**src/hw/rtl/ccc_pkg.sv**
```systemverilog
// ============================================================================
// ccc_pkg: shared types and constants for the calendar clock counter
// Calendar limits, month-length table, command codes and the time record.
// ============================================================================
package ccc_pkg;

    localparam int SEC_W   = 6;
    localparam int MIN_W   = 6;
    localparam int HOUR_W  = 5;
    localparam int DAY_W   = 5;
    localparam int MONTH_W = 4;
    localparam int YEAR_W  = 14;
    localparam int FUNC_W  = 2;

    localparam logic [SEC_W-1:0]   MAX_SECOND = SEC_W'(59);
    localparam logic [MIN_W-1:0]   MAX_MINUTE = MIN_W'(59);
    localparam logic [HOUR_W-1:0]  MAX_HOUR   = HOUR_W'(23);
    localparam logic [MONTH_W-1:0] MONTHS     = MONTH_W'(12);
    localparam logic [DAY_W-1:0]   LONG_MONTH = DAY_W'(31);

    // Month lengths, no leap years.
    localparam logic [DAY_W-1:0] MONTH_LEN [12] = '{
        DAY_W'(31), DAY_W'(28), DAY_W'(31), DAY_W'(30), DAY_W'(31), DAY_W'(30),
        DAY_W'(31), DAY_W'(31), DAY_W'(30), DAY_W'(31), DAY_W'(30), DAY_W'(31)
    };

    typedef enum logic [FUNC_W-1:0] {
        FUNC_TICK      = 2'd0,
        FUNC_LOAD_ALL  = 2'd1,
        FUNC_LOAD_DATE = 2'd2
    } func_t;

    typedef struct packed {
        logic [SEC_W-1:0]   second;
        logic [MIN_W-1:0]   minute;
        logic [HOUR_W-1:0]  hour;
        logic [DAY_W-1:0]   day;
        logic [MONTH_W-1:0] month;
        logic [YEAR_W-1:0]  year;
    } cal_time_t;

    typedef struct packed {
        cal_time_t tm;
        logic      time_valid;
        logic      minute_event;
    } step_res_t;

    localparam cal_time_t RESET_TIME = '{
        second: '0, minute: '0, hour: '0,
        day: DAY_W'(1), month: MONTH_W'(1), year: '0
    };

    // Out-of-range months count as 31 days.
    function automatic logic [DAY_W-1:0] days_in(input logic [MONTH_W-1:0] month);
        logic [MONTH_W-1:0] idx;
        idx = month - MONTH_W'(1);
        if (month >= MONTH_W'(1) && month <= MONTHS)
        begin
            return MONTH_LEN[idx];
        end
        return LONG_MONTH;
    endfunction

endpackage

```
**src/hw/rtl/ccc_if.sv**
```systemverilog
// ============================================================================
// ccc_if: request and response channels of the calendar clock counter
// Valid/ready channels; a word moves when valid and ready are both high.
// ============================================================================
interface ccc_req_if;
    logic                        valid;
    logic                        ready;
    logic [ccc_pkg::FUNC_W-1:0]  func;
    logic [ccc_pkg::SEC_W-1:0]   set_second;
    logic [ccc_pkg::MIN_W-1:0]   set_minute;
    logic [ccc_pkg::HOUR_W-1:0]  set_hour;
    logic [ccc_pkg::DAY_W-1:0]   set_day;
    logic [ccc_pkg::MONTH_W-1:0] set_month;
    logic [ccc_pkg::YEAR_W-1:0]  set_year;

    modport source (
        output valid, func, set_second, set_minute, set_hour, set_day, set_month,
               set_year,
        input  ready
    );
    modport sink (
        input  valid, func, set_second, set_minute, set_hour, set_day, set_month,
               set_year,
        output ready
    );
endinterface

interface ccc_rsp_if;
    logic                        valid;
    logic                        ready;
    logic [ccc_pkg::SEC_W-1:0]   cur_second;
    logic [ccc_pkg::MIN_W-1:0]   cur_minute;
    logic [ccc_pkg::HOUR_W-1:0]  cur_hour;
    logic [ccc_pkg::DAY_W-1:0]   cur_day;
    logic [ccc_pkg::MONTH_W-1:0] cur_month;
    logic [ccc_pkg::YEAR_W-1:0]  cur_year;
    logic                        time_valid;
    logic                        minute_event;

    modport source (
        output valid, cur_second, cur_minute, cur_hour, cur_day, cur_month,
               cur_year, time_valid, minute_event,
        input  ready
    );
    modport sink (
        input  valid, cur_second, cur_minute, cur_hour, cur_day, cur_month,
               cur_year, time_valid, minute_event,
        output ready
    );
endinterface

```
**src/hw/rtl/ccc_step.sv**
```systemverilog
// ============================================================================
// ccc_step: next-time logic of the calendar clock counter
// Applies one command to the current time: tick with carry chain, or load.
// ============================================================================
module ccc_step (
    input  ccc_pkg::cal_time_t          cur,
    input  logic                        fast_mode,
    input  logic [ccc_pkg::FUNC_W-1:0]  func,
    input  ccc_pkg::cal_time_t          load,
    output ccc_pkg::step_res_t          res
);

    logic [ccc_pkg::SEC_W:0]   sec_inc;
    logic [ccc_pkg::MIN_W:0]   min_inc;
    logic [ccc_pkg::HOUR_W:0]  hour_inc;
    logic [ccc_pkg::DAY_W:0]   day_inc;
    logic [ccc_pkg::MONTH_W:0] month_inc;
    logic                      sec_wrap;
    logic                      adv_min;
    logic                      c_hour;
    logic                      c_day;
    logic                      c_month;
    logic                      c_year;
    ccc_pkg::cal_time_t        ticked;
    ccc_pkg::cal_time_t        nxt;
    logic                      tick;

    // Increments carry one extra bit so out-of-range loads roll over.
    assign sec_inc   = {1'b0, cur.second} + 1'b1;
    assign min_inc   = {1'b0, cur.minute} + 1'b1;
    assign hour_inc  = {1'b0, cur.hour} + 1'b1;
    assign day_inc   = {1'b0, cur.day} + 1'b1;
    assign month_inc = {1'b0, cur.month} + 1'b1;

    assign sec_wrap = sec_inc > {1'b0, ccc_pkg::MAX_SECOND};
    assign adv_min  = fast_mode || sec_wrap;
    assign c_hour   = adv_min && (min_inc > {1'b0, ccc_pkg::MAX_MINUTE});
    assign c_day    = c_hour && (hour_inc > {1'b0, ccc_pkg::MAX_HOUR});
    assign c_month  = c_day && (day_inc > {1'b0, ccc_pkg::days_in(cur.month)});
    assign c_year   = c_month && (month_inc > {1'b0, ccc_pkg::MONTHS});

    always_comb
    begin
        ticked = cur;
        if (!fast_mode)
        begin
            ticked.second = sec_wrap ? '0 : sec_inc[ccc_pkg::SEC_W-1:0];
        end
        if (adv_min)
        begin
            ticked.minute = c_hour ? '0 : min_inc[ccc_pkg::MIN_W-1:0];
        end
        if (c_hour)
        begin
            ticked.hour = c_day ? '0 : hour_inc[ccc_pkg::HOUR_W-1:0];
        end
        if (c_day)
        begin
            ticked.day = c_month ? ccc_pkg::DAY_W'(1) : day_inc[ccc_pkg::DAY_W-1:0];
        end
        if (c_month)
        begin
            ticked.month = c_year ? ccc_pkg::MONTH_W'(1) : month_inc[ccc_pkg::MONTH_W-1:0];
        end
        if (c_year)
        begin
            ticked.year = cur.year + 1'b1;
        end
    end

    always_comb
    begin
        nxt  = cur;
        tick = 1'b0;
        unique case (ccc_pkg::func_t'(func))
            ccc_pkg::FUNC_TICK:
            begin
                nxt  = ticked;
                tick = 1'b1;
            end
            ccc_pkg::FUNC_LOAD_ALL:
            begin
                nxt = load;
            end
            ccc_pkg::FUNC_LOAD_DATE:
            begin
                nxt.day   = load.day;
                nxt.month = load.month;
                nxt.year  = load.year;
            end
            default:
            begin
                nxt = cur;
            end
        endcase
    end

    assign res.tm           = nxt;
    assign res.minute_event = tick && adv_min;
    assign res.time_valid   = (nxt.month >= ccc_pkg::MONTH_W'(1))
                           && (nxt.month <= ccc_pkg::MONTHS)
                           && (nxt.day >= ccc_pkg::DAY_W'(1))
                           && (nxt.day <= ccc_pkg::days_in(nxt.month))
                           && (nxt.second <= ccc_pkg::MAX_SECOND)
                           && (nxt.minute <= ccc_pkg::MAX_MINUTE)
                           && (nxt.hour <= ccc_pkg::MAX_HOUR);

endmodule

```
**src/hw/rtl/calendar_clock_counter.sv**
```systemverilog
// ============================================================================
// calendar_clock_counter: second-to-year calendar counter, no leap years
// Ticks, full-time loads and date loads in; one time word out per command.
// ============================================================================
// Path: the accepting edge fills the input register (stage 1); once the
//   response slot is free, the word moves into the time/response register.
// Throughput: one request per clock while rsp.ready is high; the carry chain
//   second..year is combinational compare-and-increment logic.
// Reset (rst_n low, async): time 00:00:00, day 1, month 1, year 0;
//   fast_mode cleared; both pipeline stages empty.
// ============================================================================
module calendar_clock_counter (
    input  logic      clk,
    input  logic      rst_n,
    input  logic      cfg_we,
    input  logic      cfg_wdata,
    ccc_req_if.sink   req,
    ccc_rsp_if.source rsp
);

    // ---- configuration ----
    logic fast_mode_reg;

    always_ff @(posedge clk or negedge rst_n)
    begin
        if (!rst_n)
        begin
            fast_mode_reg <= 1'b0;
        end
        else if (cfg_we)
        begin
            fast_mode_reg <= cfg_wdata;
        end
    end

    // ---- stage 1: request register ----
    logic                        s1_valid_reg;
    logic [ccc_pkg::FUNC_W-1:0]  s1_func_reg;
    ccc_pkg::cal_time_t          s1_load_reg;

    // ---- stage 2: time counters double as the response register ----
    logic                        out_valid_reg;
    ccc_pkg::cal_time_t          time_reg;
    logic                        time_valid_reg;
    logic                        event_reg;

    logic                        out_free;   // response slot can take a word
    logic                        s1_move;    // stage 1 word is committed
    ccc_pkg::step_res_t          step_res;

    assign out_free  = !out_valid_reg || rsp.ready;
    assign s1_move   = s1_valid_reg && out_free;
    // Stage 1 refills in the same cycle it drains, so ready stays high
    // under full streaming.
    assign req.ready = !s1_valid_reg || out_free;

    always_ff @(posedge clk or negedge rst_n)
    begin
        if (!rst_n)
        begin
            s1_valid_reg <= 1'b0;
        end
        else if (req.ready)
        begin
            s1_valid_reg <= req.valid;
        end
    end

    // Payload capture, no reset needed.
    always_ff @(posedge clk)
    begin
        if (req.valid && req.ready)
        begin
            s1_func_reg        <= req.func;
            s1_load_reg.second <= req.set_second;
            s1_load_reg.minute <= req.set_minute;
            s1_load_reg.hour   <= req.set_hour;
            s1_load_reg.day    <= req.set_day;
            s1_load_reg.month  <= req.set_month;
            s1_load_reg.year   <= req.set_year;
        end
    end

    ccc_step u_step (
        .cur       (time_reg),
        .fast_mode (fast_mode_reg),
        .func      (s1_func_reg),
        .load      (s1_load_reg),
        .res       (step_res)
    );

    // The calendar only moves when a word is committed to the response slot,
    // so the held response always equals the live counter.
    always_ff @(posedge clk or negedge rst_n)
    begin
        if (!rst_n)
        begin
            out_valid_reg  <= 1'b0;
            time_reg       <= ccc_pkg::RESET_TIME;
            time_valid_reg <= 1'b1;
            event_reg      <= 1'b0;
        end
        else if (s1_move)
        begin
            out_valid_reg  <= 1'b1;
            time_reg       <= step_res.tm;
            time_valid_reg <= step_res.time_valid;
            event_reg      <= step_res.minute_event;
        end
        else if (rsp.ready)
        begin
            out_valid_reg <= 1'b0;
        end
    end

    assign rsp.valid        = out_valid_reg;
    assign rsp.cur_second   = time_reg.second;
    assign rsp.cur_minute   = time_reg.minute;
    assign rsp.cur_hour     = time_reg.hour;
    assign rsp.cur_day      = time_reg.day;
    assign rsp.cur_month    = time_reg.month;
    assign rsp.cur_year     = time_reg.year;
    assign rsp.time_valid   = time_valid_reg;
    assign rsp.minute_event = event_reg;

    // ---- checks ----
    a_time_holds: assert property (@(posedge clk) disable iff (!rst_n)
        !s1_move |=> $stable(time_reg))
        else $error("time changed without a committed word");

    a_event_tick_only: assert property (@(posedge clk) disable iff (!rst_n)
        s1_move && (s1_func_reg != ccc_pkg::FUNC_TICK) |=> !event_reg)
        else $error("minute event on a non-tick command");

    a_valid_means_legal: assert property (@(posedge clk) disable iff (!rst_n)
        time_valid_reg |-> (time_reg.month >= ccc_pkg::MONTH_W'(1))
                        && (time_reg.month <= ccc_pkg::MONTHS)
                        && (time_reg.second <= ccc_pkg::MAX_SECOND)
                        && (time_reg.hour <= ccc_pkg::MAX_HOUR))
        else $error("time flagged valid but out of range");

    a_slow_event_zero_sec: assert property (@(posedge clk) disable iff (!rst_n)
        s1_move && !fast_mode_reg |=> !event_reg || (time_reg.second == '0))
        else $error("minute event in normal mode without second rollover");

endmodule
```
**src/flat_wrapper.sv**
```systemverilog
// flat-port wrapper written by rule: the top's interface ports become plain ports
module calendar_clock_counter_flat 
  (clk, rst_n, cfg_we, cfg_wdata, req_valid, req_func, req_set_second, req_set_minute, req_set_hour, req_set_day, req_set_month, req_set_year, req_ready, rsp_valid, rsp_cur_second, rsp_cur_minute, rsp_cur_hour, rsp_cur_day, rsp_cur_month, rsp_cur_year, rsp_time_valid, rsp_minute_event, rsp_ready);
  ccc_req_if req_i ();
  ccc_rsp_if rsp_i ();
  input  logic clk;
  input  logic rst_n;
  input  logic cfg_we;
  input  logic cfg_wdata;
  input wire logic [$bits(req_i.valid)-1:0] req_valid;
  input wire logic [$bits(req_i.func)-1:0] req_func;
  input wire logic [$bits(req_i.set_second)-1:0] req_set_second;
  input wire logic [$bits(req_i.set_minute)-1:0] req_set_minute;
  input wire logic [$bits(req_i.set_hour)-1:0] req_set_hour;
  input wire logic [$bits(req_i.set_day)-1:0] req_set_day;
  input wire logic [$bits(req_i.set_month)-1:0] req_set_month;
  input wire logic [$bits(req_i.set_year)-1:0] req_set_year;
  output wire logic [$bits(req_i.ready)-1:0] req_ready;
  output wire logic [$bits(rsp_i.valid)-1:0] rsp_valid;
  output wire logic [$bits(rsp_i.cur_second)-1:0] rsp_cur_second;
  output wire logic [$bits(rsp_i.cur_minute)-1:0] rsp_cur_minute;
  output wire logic [$bits(rsp_i.cur_hour)-1:0] rsp_cur_hour;
  output wire logic [$bits(rsp_i.cur_day)-1:0] rsp_cur_day;
  output wire logic [$bits(rsp_i.cur_month)-1:0] rsp_cur_month;
  output wire logic [$bits(rsp_i.cur_year)-1:0] rsp_cur_year;
  output wire logic [$bits(rsp_i.time_valid)-1:0] rsp_time_valid;
  output wire logic [$bits(rsp_i.minute_event)-1:0] rsp_minute_event;
  input wire logic [$bits(rsp_i.ready)-1:0] rsp_ready;
  assign req_i.valid = req_valid;
  assign req_i.func = req_func;
  assign req_i.set_second = req_set_second;
  assign req_i.set_minute = req_set_minute;
  assign req_i.set_hour = req_set_hour;
  assign req_i.set_day = req_set_day;
  assign req_i.set_month = req_set_month;
  assign req_i.set_year = req_set_year;
  assign req_ready = req_i.ready;
  assign rsp_valid = rsp_i.valid;
  assign rsp_cur_second = rsp_i.cur_second;
  assign rsp_cur_minute = rsp_i.cur_minute;
  assign rsp_cur_hour = rsp_i.cur_hour;
  assign rsp_cur_day = rsp_i.cur_day;
  assign rsp_cur_month = rsp_i.cur_month;
  assign rsp_cur_year = rsp_i.cur_year;
  assign rsp_time_valid = rsp_i.time_valid;
  assign rsp_minute_event = rsp_i.minute_event;
  assign rsp_i.ready = rsp_ready;
  calendar_clock_counter u_core (.clk(clk), .rst_n(rst_n), .cfg_we(cfg_we), .cfg_wdata(cfg_wdata), .req(req_i), .rsp(rsp_i));
endmodule
```
**config.mk**
```make
export PLATFORM = sky130hd
export DESIGN_NAME = calendar_clock_counter_flat
export DESIGN_NICKNAME = d
export VERILOG_FILES = /design/src/hw/rtl/ccc_pkg.sv /design/src/hw/rtl/ccc_if.sv /design/src/hw/rtl/ccc_step.sv /design/src/hw/rtl/calendar_clock_counter.sv /design/src/flat_wrapper.sv
export SDC_FILE = /design/constraint.sdc
export NUM_CORES = 1
export LEC_CHECK = 0
export ABC_AREA = 1
export BUFFER_PORTS_ARGS = -buffer_cell sky130_fd_sc_hd__buf_4
export CORE_MARGIN = 3
export CORE_UTILIZATION = 55
export CTS_CLUSTER_DIAMETER = 100
export CTS_CLUSTER_SIZE = 10
export DETAILED_ROUTE_END_ITERATION = 8
export PLACE_DENSITY = 0.78
export SLEW_MARGIN = 20
export SYNTH_ARGS = -nofsm -noshare
export SYNTH_HDL_FRONTEND = slang
export SYNTH_SLANG_ARGS = --single-unit
```
**constraint.sdc**
```tcl
create_clock -name clk -period 4.5 [get_ports clk]
set_clock_uncertainty 0.2 [all_clocks]
set_input_delay 0.45 -clock clk [delete_from_list [all_inputs] [get_ports clk]]
set_output_delay 0.45 -clock clk [all_outputs]
set_load 0.005 [all_outputs]
```
# Word-level counts from Yosys, hierarchy flattened
# Memories as Yosys holds them, arrays and structs flattened.
# Cells that the tools add are included.
# op_classes
shifts	0
muxes	26
addsub	8
reduce_logical	24
order_cmp	16
div_mod_pow	0
bitwise_logic	2
mul	0
eq_ne	3
# op_table
cell	n
2-to-1 mux 5 bit	12
case mux 23 bit (2 select lines)	1
case mux 17 bit (2 select lines)	1
2-to-1 mux 6 bit	4
adder 14 x 1 -> 14 bit, second input constant	1
adder 6 x 1 -> 7 bit, second input constant	2
> comparator 7 x 6 -> 1 bit, second input constant	2
logical AND 1 bit	14
2-to-1 mux 14 bit	1
adder 5 x 1 -> 6 bit, second input constant	2
<= comparator 6 bit, second input constant	2
>= comparator 5 bit, second input constant	2
NOT 4 -> 5 bit	2
>= comparator 4 x 1 -> 1 bit, second input constant	2
<= comparator 4 bit, second input constant	2
2-to-1 mux 4 bit	2
subtractor 4 x 1 -> 4 bit, second input constant	2
> comparator 6 x 5 -> 1 bit	1
> comparator 6 x 5 -> 1 bit, second input constant	1
adder 4 x 1 -> 5 bit, second input constant	1
>= comparator 5 x 1 -> 1 bit, second input constant	1
> comparator 5 x 4 -> 1 bit, second input constant	1
<= comparator 5 bit	1
<= comparator 5 bit, second input constant	1
10 further kinds	18
# word_totals
n_memories	2
latch_bits	0
romBits	160
in_bits	48
ramBits	0
output_inout_bits	44
elab_cells	99
reg_bits	87
# mem_list
name	depth	word_bits	rd	rd_clocked_by_memory_dff	wr	line	source
(name not given)	16	5	1	0	0	ccc_pkg.sv:59	return MONTH_LEN[idx];
(name not given)	16	5	1	0	0	ccc_pkg.sv:59	

# Logic depth before layout (Yosys ltp)
# Gate-level depths: netlist of the first run.
# depth
depth_word	25
depth_mapped	30
ltp_nobuf	30

# By module
# Synthesis of the first run repeated with hierarchy kept, for this count alone.
# unflattened
cells_unflattened	736
area_unflattened_um2	5703.0
# modules_own_cells
mod	seq_area_each_um2	instances	area_per_inst_um2	cells_per_inst
calendar_clock_counter	2391.0	1	3067.9	237
ccc_step	0.0	1	2635.0	499

# Worst setup path before layout of the first run
# OpenSTA, ideal clock, no wires.
# synth_timing
path_kind	register to register
start	register u_core.time_reg (netlist bit u_core.rsp.cur_month[0])
end	register u_core.time_valid_reg (netlist: u_core.rsp.time_valid)
setup_ps	77
period_less_slack_ps	3808
path_stages_with_launch	30
slack_ps	692
n_path_buf	0
arrival_ps	3532
required_ps	4223
cell_sequence	dfstp_2 -> inv_1 -> ha_1 -> xor2_1 -> nand2_1 -> o21ai_0 -> o211ai_1 -> ha_1 -> a21oi_1 -> o21ai_0 -> nor2_1 -> nand2_1 -> nand2_1 -> inv_1 -> nor2_4 -> nand2_1 -> nand3_1 -> nand2_1 -> nand2_2 -> nand4_1 -> nand3_1 -> inv_1 -> ha_1 -> inv_1 -> o21bai_1 -> nand4_1 -> nor2_1 -> nor2_1 -> nand3_1 -> nand2_1
# synth_via
elab_chain_len	25
elab_cells_between_ends	39
classes_between	add/sub (3); order compare (8); mux (15); bitwise (2); reduce/logical (9); memory (2)
# synth_lines
element	line	source
start, declared	calendar_clock_counter.sv:43	ccc_pkg::cal_time_t time_reg;
start signal, assigned	calendar_clock_counter.sv:99	time_reg <= ccc_pkg::RESET_TIME;
start signal, assigned	calendar_clock_counter.sv:106	time_reg <= step_res.tm;
subtractor 4 x 1 -> 4 bit	ccc_pkg.sv:56	idx = month - MONTH_W'(1);
NOT 4 -> 5 bit (implied by the code)	ccc_pkg.sv:59	
memory read (16 x 5 bit)	n/a	
2-to-1 mux 5 bit (implied by the code) (2 in series)	ccc_pkg.sv:59	
2-to-1 mux 5 bit	ccc_pkg.sv:57	if (month >= MONTH_W'(1) && month <= MONTHS)
2-to-1 mux 5 bit	ccc_pkg.sv:61	return LONG_MONTH;
> comparator 6 x 5 -> 1 bit	ccc_step.sv:39	assign c_month = c_day && (day_inc > {1'b0, ccc_pkg::days_in(cur.month)});
logical AND 1 bit	ccc_step.sv:39	
(+7 left out)	n/a	
2-to-1 mux 5 bit (implied by the code) (2 in series)	ccc_pkg.sv:59	
2-to-1 mux 5 bit	ccc_pkg.sv:57	
2-to-1 mux 5 bit	ccc_pkg.sv:61	
<= comparator 5 bit	ccc_step.sv:103	&& (nxt.day <= ccc_pkg::days_in(nxt.month))
logical AND 1 bit (*)	ccc_step.sv:103	
logical AND 1 bit (*)	ccc_step.sv:104	&& (nxt.second <= ccc_pkg::MAX_SECOND)
logical AND 1 bit (*)	ccc_step.sv:105	&& (nxt.minute <= ccc_pkg::MAX_MINUTE)
logical AND 1 bit (*)	ccc_step.sv:106	&& (nxt.hour <= ccc_pkg::MAX_HOUR);
end signal, assigned	calendar_clock_counter.sv:107	time_valid_reg <= step_res.time_valid;
end, declared	calendar_clock_counter.sv:44	logic time_valid_reg;
# Mark *: on every way between the ends. The rest lies on a longest branch, timed or not. The select of a mux whose other input is x is not followed.
# A chain may end at the register's enable or synchronous reset.

# Worst setup path after layout of the first run
# Same ends and word-level chain as after synthesis.

==> metrics.yaml, run 1 <==
status: "finished clean"
fp.dieW_um: 103
crit_fanout: 7
cp.required_ns: 4.61
fp-row-count: 34
period_share_pct: 92.3
cts_buffers: 9
yosysTopAreaCellShare_pct: 24.4
holdWs_ns: 0.0482
hp-start: "req_set_month[2]"
slew_headroom_pct: 30.7
yosysMostFrequentCell: "nand2_1"
finalPower_mw: 3.13
antenna_found_initial: 0
worstMarginPinSlew_ns: 1.04
final_core_utilization_pct: 69.6
diodes: 0
synth-seq-cells: 87
largest_reg_flops: 40
grt_max_degree: 46
wl_per_cell_um: 15.3
setup_ws_ns: 0.345
slew_violations: 0
synth_warnings: 0
syn_nets: 722
hold_viol: 0
vias: 4846
dieArea_mm2: 0.0106
path_class: "register to register"
cp-end-kind: "register"
grt_pass1_vias: 4672
die_h_um: 103
async_reset_ff_share_pct: 51.7
leakagePower_nw: 2.91
ys_seq_area_share_pct: 46.2
initial_core_util_pct: 57.9
syn_inst: 653
via_per_inst: 5.63
peakVddDrop_mv: 0.287
clk_latency_ns: 0.37
arrival_ns: 4.27
setup.worst_path.start_class: "register"
io_pins: 92
p_per_area_mw_per_mm2: 503
route.detailed.drc: 0
syn_to_final_growth_pct: 20.3
synth_top_flop_cell: "edfxtp_1"
yosysTopAreaCell: "edfxtp_1"
first_pass_iters: 5
cts_sinks: 87
clkSlewWorstSetupHoldPaths_ns: 0.09
final_cells: 861
tritoncts: "done"
grt_use_total_pct: 26.0
finalSetupViolations: 0
grt_overflow: 0
yosysUniqueCellTypes: 42
h-tree-depth: 3
place_ws_ns: 0.229
syn_area_mm2: 0.00517
maxCapViolCount: 0
gp_congestion: 0.915
core_area_mm2: 0.00893
port_buffers: 91
dp_cells: 842
cts_root_buffer: "clkbuf_8"
grt_pass1_wl_um: 21400
hold_class: "input port to register"
drive_gt1_share_pct: 19.4
crit_start: "u_core.rsp.cur_month[0]"
syn_area_per_cell_um2: 7.92
initialDrtViolationCount: 259
r2r-start: "u_core.rsp.cur_month[0]"
synth-edff-count: 42
synth_area_leaders: "edfxtp_1 (24%), dfrtp_1 (20%), nand2_1 (13%)"
min_period_ns: 4.15
clk_path_buf_depth: 2
dp_hpwl_um: 9450
antenna_left: 0
clock.fmax_mhz: 241
synth_common_cells: "nand2_1 (179), inv_1 (76), o21ai_0 (57)"
totalWireLength_um: 13200
nNetsFinal: 817
-- logic make-up (layout without fill, tap and decap cells) --
logic type | after synthesis | in the layout | share of synthesized area, %
xor gates and xnor gates | 11 | 11 | 1.86
buffers and inverters | 100 | 200 | 7.52
adders and majority gates | 21 | 21 | 5.08
AOI/OAI and AO/OA | 123 | 123 | 13.4
DFF | 87 | 87 | 46.2
and+or+nand+nor | 309 | 309 | 25.5
muxes | 2 | 2 | 0.435
-- final cells by class --
cell class,count,area [um2]
Clock buffer,9,124
Clock inverter,7,76.3
Fill cell,727,2710
Inverter,81,304
Multi-Input combinational cell,466,2420
Sequential cell,87,2390
Tap cell,108,135
Timing Repair Buffer,103,776
-- report_power, final --
| group | total, mW | internal [mW] | switching [mW] |
|---|---|---|---|
| sequential | 1.27 | 1.02 | 0.244 |
| clock | 0.559 | 0.261 | 0.298 |
| combinational | 1.30 | 0.562 | 0.739 |
| total | 3.13 | 1.85 | 1.28 |
-- layer usage --
layer,track usage [%],vias up,wire length [um]
met3,6.56,24,1000
met2,42.7,206,6340
li1,-,2361,-
met1,32.9,2255,5580
met5,0,-,0
met4,10.6,0,276
-- placed cells by master (no fill, tap or decap), types with 7 or more instances in the layout --
| cell type | count |
|---|---|
| nand4_1 | 12 |
| nor2_1 | 47 |
| dfrtp_1 | 42 |
| clkbuf_8 | 9 |
| o21ai_0 | 57 |
| xor2_1 | 7 |
| ha_1 | 20 |
| nor3_1 | 8 |
| edfxtp_1 | 42 |
| o22ai_1 | 7 |
| a21oi_1 | 39 |
| buf_4 | 102 |
| nand2_1 | 176 |
| inv_1 | 72 |
| nand3_1 | 51 |
-- critical path: stages (launching register included) --
cell	delay, ns
dfstp_2	0.59
inv_2	0.09
ha_2	0.23
xor2_2	0.16
nor3b_1	0.28
ha_1	0.30
a21oi_1	0.13
o21ai_0	0.10
nor2_1	0.10
nand2_1	0.07
nand2_2	0.10
nand4_1	0.19
nand3_1	0.17
nand3_2	0.10
nand2_2	0.13
nand4_1	0.14
nand3_1	0.12
inv_1	0.05
ha_1	0.28
inv_1	0.04
o21bai_1	0.14
nand4_1	0.11
nor2_1	0.10
nor2_1	0.05
nand3_1	0.07
nand2_1	0.05
-- metrics by stage --
| stage | TNS, ns | instance area, um2 |
|---|---|---|
| 2_1_floorplan | 0 | 5170 |
| 3_3_place_gp | 0 | 5970 |
| 3_5_place_dp | 0 | 5970 |
| 4_1_cts | 0 | 6180 |
| 5_1_grt | -0.0676 | 6220 |
| 6_report | 0 | 6220 |
-- timing repair --
action | in CTS | in global routing
endpoints found under the hold margin | 42 | 0
buffers inserted | 0 | 2
hold buffers | 1 | 0
endpoints found under the setup margin | 0 | 1
gates resized for setup | 0 | 10
-- path summary, 6_finish.rpt --
path                       slack (ns)  depth (start not counted)                       end
hold / removal                   0.05                          1    u_core.s1_load_reg[16]
min in group asynchronous        0.43                          2  u_core.rsp.cur_minute[3]
max in group asynchronous        3.27                          2   u_core.rsp.cur_year[11]
setup reg to reg                 0.35                         25     u_core.rsp.time_valid
setup / recovery                 0.35                         25     u_core.rsp.time_valid
hold reg to reg                  0.28                          2     u_core.rsp.time_valid
Note: power is estimated with default switching activity, not from simulation.
==> run 2: changes to the inputs <==
==> constraint.sdc (replaced) <==
create_clock -name clk -period 4.3 [get_ports clk]
set_clock_uncertainty 0.2 [all_clocks]
set_input_delay 0.43 -clock clk [delete_from_list [all_inputs] [get_ports clk]]
set_output_delay 0.43 -clock clk [all_outputs]
set_load 0.005 [all_outputs]
==> run 2 against run 1 <==
Setup slack got worse by 0.046 ns; die area stayed put; count of clock-buffer cells in the layout did not move; routed wire length about the same.
==> metrics.yaml, run 2 (same netlist as run 1, synthesis figures left out) <==
first_pass_iters: 5
port_buffers: 91
clk_latency_ns: 0.37
arrival_ns: 4.12
fin_tns_setup_ns: 0
slew_violations: 0
clock.fmax_mhz: 250
fp-row-count: 34
min_period_ns: 4.00
grt_pass1_vias: 4573
largest_reg_flops: 40
grt-busiest-layer: "met2"
cp.required_ns: 4.42
crit_fanout: 7
route.detailed.drc: 0
place_area_mm2: 0.00597
fp.dieW_um: 103
slowest_stage: "dfstp_2"
grt_pass1_wl_um: 21200
final_cells: 863
initialDrtViolationCount: 242
nNetsFinal: 819
grt_max_degree: 46
initial_core_util_pct: 57.9
cts_buffers: 9
holdWs_ns: 0.0268
cts_sinks: 87
worstMarginPinSlew_ns: 1.06
gp_congestion: 0.891
cp-end-kind: "register"
r2r_slack_ns: 0.30
slew_headroom_pct: 29.4
diodes: 0
postLayoutCellArea_mm2: 0.00623
layout_common_cells: "nand2_1 (176), buf_4 (104), inv_1 (71)"
setup_ws_ns: 0.299
peakVddDrop_mv: 0.265
vias: 4759
dieArea_mm2: 0.0106
clkSlewWorstSetupHoldPaths_ns: 0.11
dp_hpwl_um: 9290
antenna_left: 0
grt_overflow: 0
max_stage_delay_ns: 0.60
die_h_um: 103
finalPower_mw: 3.26
status: "finished clean"
clk_path_buf_depth: 2
cts_root_buffer: "clkbuf_8"
syn_to_final_growth_pct: 20.5
maxCapViolCount: 0
grtUsageMet3_pct: 5.41
via_per_inst: 5.51
globalRouteMet2Util_pct: 41.9
final_core_utilization_pct: 69.8
antenna_found_initial: 0
totalWireLength_um: 13200
period_share_pct: 93.0
hold_viol: 0
drive_gt1_share_pct: 20.0
hold_class: "input port to register"
tritoncts: "done"
finalSetupViolations: 0
leakagePower_nw: 2.91
setup.worst_path.start_class: "register"
h-tree-depth: 3
p_per_area_mw_per_mm2: 523
wl_per_cell_um: 15.3
place_ws_ns: 0.0439
path_class: "register to register"
layout_commonest_cell: "nand2_1"
core_area_mm2: 0.00893
dp_cells: 842
io_pins: 92
met1_usage_pct: 33.7
grt_use_total_pct: 25.8
run 2: final cells by class:
cell class	count	area [um2]
flip-flops and latches	87	2390
fillers	719	2700
repair buffers	105	791
clock buffers	9	124
clock inverters	7	61.3
multi-input cells	466	2420
inverters	81	307
well taps	108	135
run 2: worst max-delay path: cells and delay by family, from the launching register on:
family / cells / cell delay (ns)
AND/OR/NAND/NOR: 15 / 1.52
adder cells (fa/ha/maj): 3 / 0.71
flip-flops: 1 / 0.60
AO/OA/AOI/OAI: 5 / 0.59
buffers and inverters: 3 / 0.16
XOR/XNOR: 1 / 0.16
run 2: path summary, 6_finish.rpt:
kind	from	end	cells after the start
min	req_set_day[1]	u_core.s1_load_reg[19]	1
max	u_core.rsp.cur_month[0]	u_core.rsp.time_valid	27
max in group asynchronous	rst_n	u_core.rsp.cur_month[1]	2
max reg2reg	u_core.rsp.cur_month[0]	u_core.rsp.time_valid	27
min reg2reg	u_core.rsp.time_valid	u_core.rsp.time_valid	2
min in group asynchronous	rst_n	u_core.rsp.cur_year[3]	2
run 2: power breakdown:
| group | internal [mW] | switching, mW |
|---|---|---|
| Sequential | 1.07 | 0.254 |
| Combinational | 0.600 | 0.776 |
| Clock | 0.223 | 0.333 |
run 2: per-layer routing:
layer  up-vias  share of wire (%)  wire length (um)
li1       2379                  -                 -
met1      2198                 45              5890
met2       159                 47              6220
met3        23                5.9               783
met4         0                2.3               301
met5         -                  0                 0
run 2: what timing repair did:
action,CTS,global route
endpoints found under the hold margin,42,0
pin swaps,0,8
buffers inserted,0,4
hold buffers,1,0
endpoints found under the setup margin,1,1
resized for setup,1,13
==> run 3: changes to the inputs <==
--- a/config.mk
+++ b/config.mk
@@ -8,11 +8,11 @@
 export ABC_AREA = 1
 export BUFFER_PORTS_ARGS = -buffer_cell sky130_fd_sc_hd__buf_4
 export CORE_MARGIN = 3
-export CORE_UTILIZATION = 55
+export CORE_UTILIZATION = 61
 export CTS_CLUSTER_DIAMETER = 100
 export CTS_CLUSTER_SIZE = 10
 export DETAILED_ROUTE_END_ITERATION = 8
-export PLACE_DENSITY = 0.78
+export PLACE_DENSITY = 0.85
 export SLEW_MARGIN = 20
 export SYNTH_ARGS = -nofsm -noshare
 export SYNTH_HDL_FRONTEND = slang
==> constraint.sdc (replaced) <==
create_clock -name clk -period 4.88 [get_ports clk]
set_clock_uncertainty 0.2 [all_clocks]
set_input_delay 0.244 -clock clk [delete_from_list [all_inputs] [get_ports clk]]
set_output_delay 0.244 -clock clk [all_outputs]
set_load 0.005 [all_outputs]
==> run 3 against run 2 <==
Die area down 9.3%; first-iteration DRC count up 120%; largest cell class unchanged; critical path depth increased by 1; critical path type unchanged; routed wire length is 9.2% higher.
==> metrics.yaml, run 3 (same netlist as run 1, synthesis figures left out) <==
totalWireLength_um: 14400
grt_pass1_vias: 5015
p_per_area_mw_per_mm2: 451
wl_per_cell_um: 16.1
vias: 5191
min_period_ns: 4.43
grt_overflow: 0
final_core_utilization_pct: 83.3
path_common_cell: "nand2_1"
reg2regPathDepth: 28
grt_use_total_pct: 30.9
die_h_um: 98.1
cts_root_buffer: "clkbuf_8"
postCtsSetupBuffers: 0
globalRouteMet2Util_pct: 50.9
max_stage_delay_ns: 0.63
h-tree-depth: 3
dp_hpwl_um: 9260
first_pass_iters: 5
hold_class: "input port to async pin"
clkSlewWorstSetupHoldPaths_ns: 0.10
rsz0062_at_grt: "false"
layout_common_cells: "nand2_1 (179), buf_4 (95), inv_1 (76)"
fp-row-count: 32
leakagePower_nw: 3.09
clock.fmax_mhz: 226
clk_path_buf_depth: 2
fp.dieW_um: 98.1
path_delay_family: "simple AND/OR/NAND/NOR gates"
slowest_stage: "dfstp_2"
met1_usage_pct: 39.8
port_buffers: 91
fillers: 506
arrival_ns: 4.54
clk_latency_ns: 0.38
initial_core_util_pct: 64.9
finalSetupViolations: 0
grt_max_degree: 46
postLayoutCellArea_mm2: 0.00664
dp_cells: 831
largest_reg_flops: 40
hold_viol: 0
via_per_inst: 5.80
slew_headroom_pct: 30.3
grtUsageMet3_pct: 6.14
peakVddDrop_mv: 0.255
cts_sinks: 87
route.detailed.drc: 0
syn_to_final_growth_pct: 28.3
fin_tns_setup_ns: 0
worstMarginPinSlew_ns: 1.04
slew_violations: 0
drive_gt1_share_pct: 16.4
crit_cells: 28
final_cells: 895
layout_commonest_cell: "nand2_1"
diodes: 0
cp.required_ns: 4.99
tritoncts: "done"
setup.worst_path.start_class: "register"
io_pins: 92
cts_resized: 0
grt-busiest-layer: "met2"
finalPower_mw: 2.99
antenna_left: 0
place_area_mm2: 0.00593
nNetsFinal: 857
path_buf_inv: 1
core_area_mm2: 0.00797
cts_buffers: 9
dieArea_mm2: 0.00962
grt_pass1_wl_um: 24100
status: "finished clean"
maxCapViolCount: 0
antenna_found_initial: 0
path_class: "register to register"
gp_congestion: 0.915
cp-end-kind: "register"
crit_fanout: 8
period_share_pct: 90.7
initialDrtViolationCount: 527
[run 3: cell count changes in the layout (fill, tap and decap cells not counted), sizes merged]
cell	delta
clkinvlp	-1
inv	-2
dlygate4sd3	+47
bufinv	+2
clkinv	+1
buf	-9
[run 3: area by class of cell]
| cell class | instances | area (um2) | area share, % |
|---|---|---|---|
| multi-input cells | 466 | 2390 | 36.1 |
| flip-flops and latches | 87 | 2390 | 36.0 |
| repair buffers | 143 | 1190 | 18.0 |
| inverters | 81 | 304 | 4.58 |
| well taps | 102 | 128 | 1.92 |
| clock buffers | 9 | 124 | 1.87 |
| clock inverters | 7 | 103 | 1.55 |
[run 3: what timing repair did]
action                     4_1_cts  5_1_grt
hold buffers                    48        0
hold endpoints to repair        87        0
setup endpoints to repair        0        0
[run 3: path summary, 6_finish.rpt]
kind	from	endpoint	slack (ns)
worst max-delay path	u_core.rsp.cur_month[0]	u_core.rsp.time_valid	0.45
worst min-delay path	rst_n	u_core.rsp.cur_hour[4]	0.23
worst max register to register	u_core.rsp.cur_month[0]	u_core.rsp.time_valid	0.45
worst min register to register	u_core.rsp.time_valid	u_core.rsp.time_valid	0.27
max in group asynchronous	rst_n	u_core.rsp.cur_month[3]	3.82
min in group clk	u_core.rsp.time_valid	u_core.rsp.time_valid	0.27
[run 3: routing by layer]
layer / wire length [um] / part of all wire, %
met1: 5650 / 39
met2: 6990 / 49
met3: 1240 / 8.6
met4: 522 / 3.6
met5: 0 / 0
[run 3: where the power goes]
group / internal [mW] / switching [mW]
Sequential: 0.944 / 0.218
Combinational: 0.529 / 0.712
Clock: 0.296 / 0.293
Total: 1.77 / 1.22
[run 3: through the flow]
step | setup slack, ns | hold WS (ns)
6_report | 0.452 | 0.231
5_1_grt | 0.0139 | 0.284
4_1_cts | 0.547 | 0.247
3_5_place_dp | 0.588 | 0.102
3_3_place_gp | 0.868 | 0.100
2_1_floorplan | 1.07 | -0.252
